## config.mk

```make
export PLATFORM = sky130hd
export DESIGN_NAME = qau_front
export DESIGN_NICKNAME = d
export VERILOG_FILES = /design/src/design/qau_pkg.sv /design/src/design/qau_front.sv
export SDC_FILE = /design/constraint.sdc
export NUM_CORES = 1
export LEC_CHECK = 0
export BUFFER_PORTS_ARGS = -buffer_cell sky130_fd_sc_hd__buf_2
export CELL_PAD_IN_SITES_DETAIL_PLACEMENT = 1
export CELL_PAD_IN_SITES_GLOBAL_PLACEMENT = 2
export CORE_ASPECT_RATIO = 0.8
export CORE_MARGIN = 3
export CORE_UTILIZATION = 40
export CTS_CLUSTER_DIAMETER = 50
export DETAILED_ROUTE_END_ITERATION = 8
export PLACE_DENSITY_LB_ADDON = 0.08
export SLEW_MARGIN = 0
export SYNTH_ARGS = -nofsm -noshare
export SYNTH_HDL_FRONTEND = slang
export SYNTH_SLANG_ARGS = --single-unit
```

## constraint.sdc

```tcl
create_clock -name clk -period 6.9 [get_ports clk]
set_input_delay 1.725 -clock clk [delete_from_list [all_inputs] [get_ports clk]]
set_output_delay 1.725 -clock clk [all_outputs]
set_load 0.02 [all_outputs]
```

## src/design/qau_pkg.sv

```systemverilog
`timescale 1ns / 1ps
// Shared types, widths and helpers for the quaternion arithmetic unit.
// No dependencies; every other design file imports this package.
package qau_pkg;

  localparam int CW = 16;               // component width
  localparam int FB = 12;               // fraction bits
  localparam int QUEUE_DEPTH_DEF = 4;   // front-to-back queue entries

  localparam int PW = 2 * CW;           // one product
  localparam int MW = PW + 2;           // sum of four products
  localparam int SW = 2 * CW + 1;       // sum of squares
  localparam int RW = (SW + 1) / 2;     // square root
  localparam int QW = 2 * FB + 1;       // quotient bits
  localparam int NW = CW + 2 * FB;      // dividend
  localparam int LW = 2 * CW + 3;       // value before clamping

  typedef logic signed [CW-1:0] comp_t;

  typedef enum logic [2:0] {
    FN_ADD       = 3'd0,
    FN_SUB       = 3'd1,
    FN_MUL       = 3'd2,
    FN_SCALE     = 3'd3,
    FN_CONJ      = 3'd4,
    FN_NORM      = 3'd5,
    FN_NORMALIZE = 3'd6,
    FN_INVERSE   = 3'd7
  } func_t;

  typedef struct packed {
    func_t func;
    comp_t a_real;
    comp_t a_i;
    comp_t a_j;
    comp_t a_k;
    comp_t b_real;
    comp_t b_i;
    comp_t b_j;
    comp_t b_k;
  } item_t;

  typedef struct packed {
    comp_t r_real;
    comp_t r_i;
    comp_t r_j;
    comp_t r_k;
    logic  saturated;
    logic  zero_divide;
  } result_t;

  // Classified command held in the queue
  typedef struct packed {
    func_t             func;
    logic              divide;
    logic              inverse;
    logic [3:0][CW-1:0] a;
    logic [3:0][CW-1:0] b;
  } cmd_t;

  // Transaction travelling through the square-root stages
  typedef struct packed {
    func_t              func;
    logic               divide;
    logic               inverse;
    logic [3:0][CW-1:0] a;
    logic [SW-1:0]      n2;
    result_t            direct;
  } mid_t;

  // Transaction travelling through the divider stages
  typedef struct packed {
    logic [SW-1:0]         d;
    logic [3:0][SW-1:0]    rem;
    logic [3:0][QW-1:0]    nq;
    logic [3:0]            neg;
    logic                  divide;
    result_t               direct;
  } div_t;

  typedef struct packed {
    comp_t v;
    logic  sat;
  } sat_t;

  localparam logic signed [LW-1:0] CMAX_W = {{(LW-CW+1){1'b0}}, {(CW-1){1'b1}}};
  localparam logic signed [LW-1:0] CMIN_W = {{(LW-CW+1){1'b1}}, {(CW-1){1'b0}}};

  function automatic sat_t clamp_comp(input logic signed [LW-1:0] v);
    sat_t s;
    if (v > CMAX_W) begin
      s.v   = CMAX_W[CW-1:0];
      s.sat = 1'b1;
    end else if (v < CMIN_W) begin
      s.v   = CMIN_W[CW-1:0];
      s.sat = 1'b1;
    end else begin
      s.v   = v[CW-1:0];
      s.sat = 1'b0;
    end
    return s;
  endfunction

endpackage

```

## src/design/qau_front.sv

```systemverilog
`timescale 1ns / 1ps
// Front end: accept items, classify the operation, queue the commands.
// Depends on qau_pkg.
module qau_front import qau_pkg::*; #(
  parameter int DEPTH = QUEUE_DEPTH_DEF
) (
  input  logic  clk,
  input  logic  rst,
  input  logic  item_valid,
  output logic  item_stall,
  input  item_t item,
  input  logic  pop,
  output logic  head_valid,
  output cmd_t  head
);

  localparam int AW   = (DEPTH > 1) ? $clog2(DEPTH) : 1;
  localparam int CNTW = $clog2(DEPTH + 1);

  cmd_t            mem [DEPTH];
  logic [AW-1:0]   wr_ptr;
  logic [AW-1:0]   rd_ptr;
  logic [CNTW-1:0] count;
  logic            push;
  logic            take;
  cmd_t            cmd;

  // classify: the square-based operations multiply a by itself
  always_comb begin
    cmd.func    = item.func;
    cmd.divide  = item.func inside {FN_NORMALIZE, FN_INVERSE};
    cmd.inverse = (item.func == FN_INVERSE);
    cmd.a[0]    = item.a_real;
    cmd.a[1]    = item.a_i;
    cmd.a[2]    = item.a_j;
    cmd.a[3]    = item.a_k;
    if (item.func inside {FN_NORM, FN_NORMALIZE, FN_INVERSE}) begin
      cmd.b = cmd.a;
    end else begin
      cmd.b[0] = item.b_real;
      cmd.b[1] = item.b_i;
      cmd.b[2] = item.b_j;
      cmd.b[3] = item.b_k;
    end
  end

  assign item_stall = (count == CNTW'(DEPTH));
  assign head_valid = (count != '0);
  assign head       = mem[rd_ptr];
  assign push       = item_valid && !item_stall;
  assign take       = pop && head_valid;

  always_ff @(posedge clk) begin
    if (push) begin
      mem[wr_ptr] <= cmd;
    end
  end

  always_ff @(posedge clk) begin
    if (rst) begin
      wr_ptr <= '0;
      rd_ptr <= '0;
      count  <= '0;
    end else begin
      if (push) begin
        wr_ptr <= (wr_ptr == AW'(DEPTH - 1)) ? '0 : wr_ptr + 1'b1;
      end
      if (take) begin
        rd_ptr <= (rd_ptr == AW'(DEPTH - 1)) ? '0 : rd_ptr + 1'b1;
      end
      count <= count + CNTW'(push) - CNTW'(take);
    end
  end

endmodule

```

==> impl_metrics.env <==
export IMPL_fill_cells=4532
export IMPL_finalInstanceArea_sq_um=24170
export IMPL_async_flop_share_pct=0
export IMPL_yosysTopAreaCellShare_pct=78.08
export IMPL_min_path_type="flop to flop"
export IMPL_finalHoldViolations=0
export IMPL_critical_path_arrival_ns=2.97
export IMPL_rsz0062_at_grt="false"
export IMPL_clk_insertion_delay_late_ns=0.59
export IMPL_cts_repair_resized=0
export IMPL_synth_cells=819
export IMPL_ys_flop_type="edfxtp_1"
export IMPL_reg2reg_to="mem[1][39]"
export IMPL_ys_ff_latch=541
export IMPL_drive_above_1_share_pct=48.18
export IMPL_cts_num_sinks=541
export IMPL_cts_buffers=53
export IMPL_tritoncts="yes"
export IMPL_synthTopCellsByArea="edfxtp_1, mux4_2, mux2_2, dfxtp_1, buf_6"
export IMPL_skew_ns=0.02329
export IMPL_period_needed_ns=4.695
export IMPL_max_freq_mhz=213.0
export IMPL_setup_violations=0
export IMPL_endpoint="head[23]"
export IMPL_rrSetupSlack_ns=4.27
export IMPL_ys_warnings_count=0
export IMPL_rows=73
export IMPL_first_iter_violations=597
export IMPL_dp_hpwl_um=25650
export IMPL_max_slew_margin_pct=31.15
export IMPL_syn_to_final_growth_pct=18.13
export IMPL_multi_input_comb_area_sq_um=4033
export IMPL_finish_utilization_pct=48.20
export IMPL_ant_nets=0
export IMPL_layout_cells_most_common="edfxtp_1"
export IMPL_die_x_um=258.9
export IMPL_power_density_nw_per_um2=372.8
export IMPL_grt_use_total_pct=16.28
export IMPL_wl_um=43550
export IMPL_grt_pass1_vias=10240
export IMPL_cts_htree_levels=2
export IMPL_final_cell_mix="edfxtp_1, buf_2, mux4_2, mux2_2, clkbuf_16"
export IMPL_core_sq_um=50140
export IMPL_dr_total_vias=9329
export IMPL_die_area_sq_um=53920
export IMPL_synth_avg_cell_area_sq_um=24.98
export IMPL_yosysSeqAreaShare_pct=78.96
export IMPL_seqCellArea_sq_um=16160
export IMPL_holdWs_ns=0.5038
export IMPL_synth_edff_count=532
export IMPL_r2r_start="count[1]"
export IMPL_outcome="finished, final reports clean"
export IMPL_dr_pass1_iters=4
export IMPL_leakagePower_nw=8.003
export IMPL_wl_per_cell_um=23.74
export IMPL_placed_cell_area_sq_um=22570
export IMPL_hold_buffers=0
export IMPL_crit_path_end_kind="output pin"
export IMPL_maxSlewViolCount=0
export IMPL_worst_pin_slew_ns=1.033
export IMPL_critPathLaunchType="flop"
export IMPL_clk_pin_slew_ns=0.06
export IMPL_die_y_um=208.3
export IMPL_clockBufferDepth=3
export IMPL_grt_first_pass_wirelength_um=65920
export IMPL_finalWorstSetupSlack_ns=2.205
export IMPL_grt_max_degree=81
export IMPL_cp_max_fo=80
export IMPL_gp_congestion=0.6978
export IMPL_peakVddDrop_v=0.0002345
export IMPL_post_cts_buffers=0
export IMPL_via_per_inst=5.084
export IMPL_antenna_found_initial=8
export IMPL_worstPathRequired_ns=5.18
export IMPL_ios=270
export IMPL_cts_root_buffer="clkbuf_16"
export IMPL_crit_type="flop to output pin"
export IMPL_drv_cap=0
export IMPL_setup_tns_ns=0
export IMPL_fin_nets=1260
export IMPL_reg2reg_depth=3
export IMPL_start_util_pct=40.80
export IMPL_grt_ovfl_total=0
export IMPL_netlist_area_sq_um=20460
export IMPL_port_buffer_count=269
export IMPL_synth_nets=962
export IMPL_drc=0
export IMPL_netlist_top_cell_by_area="edfxtp_1"
export IMPL_ys_types=31
export IMPL_pre_cts_ws_ns=2.711
export IMPL_finalCritPeriodShare_pct=68.05
==> cells by family after synthesis <==
logic type,Yosys count,synth area share (%)
xor+xnor,1,0.04281
compound gates,6,0.2263
fa+ha+maj,8,0.5259
buf+inv,45,1.443
flops,541,78.96
mux,198,18.21
simple gates,20,0.5932
==> worst min-delay path by stage <==
stage / start / endpoint / cells past startpoint
finish: rd_ptr[0] / flop / 2
global route: rd_ptr[0] / flop / 2
CTS: rd_ptr[0] / flop / 2
detailed placement: rd_ptr[0] / flop / 2
global placement: rd_ptr[0] / flop / 2
floorplan: rd_ptr[0] / flop / 2
==> report_power, final <==
part	switching [mW]	leakage (nW)	internal (mW)
registers	0.153	4.95	4.04
logic	1.26	2.27	0.865
clock network	1.17	0.781	1.52
total	2.59	8.00	6.42
==> flip-flops by register name (all words and copies together) (netlist names), named ones only <==
register,cells
mem,532
count,3
rd_ptr,2
wr_ptr,2
==> layer usage <==
metal	up-vias	global-route usage, %	wire, um
met2	206	26.33	21180
met5	-	0	49
met3	65	4.527	2908
met4	8	4.197	809
met1	4944	21.91	18610
li1	4106	-	-
==> critical path: stages, from the launching register on <==
cell and delay (ns):
dfxtp_4 0.86, buf_12 0.52, mux4_2 0.60, buf_2 0.19
==> synthesized netlist by cell type (2+ instances only) <==
cell      number
a21oi_1        2
and2_1         2
and3_2         4
buf_2         16
buf_4          2
buf_6         13
clkbuf_1       6
dfxtp_1        9
edfxtp_1     532
ha_1           7
inv_1          7
mux2_2        64
mux4_2       133
nand3_1        2
nor2_1         3
nor3_1         2
==> stage by stage <==
stage	std cells	power [mW]
after floorplan	819	5.701
after global placement	1737	6.456
after global routing	1833	9.450
after CTS	1831	9.201
after detailed placement	1737	6.469
final	1835	9.011
==> final cells by class <==
class | count | area share (%)
antenna | 4 | 0.04141
timing repair buffer | 281 | 6.201
inverter | 7 | 0.1087
multi-input combinational | 233 | 16.68
clock inverter | 29 | 0.9266
sequential | 541 | 66.87
clock buffer | 65 | 5.673
tap | 675 | 3.494
No activity file was read; power rests on OpenSTA's default activity.
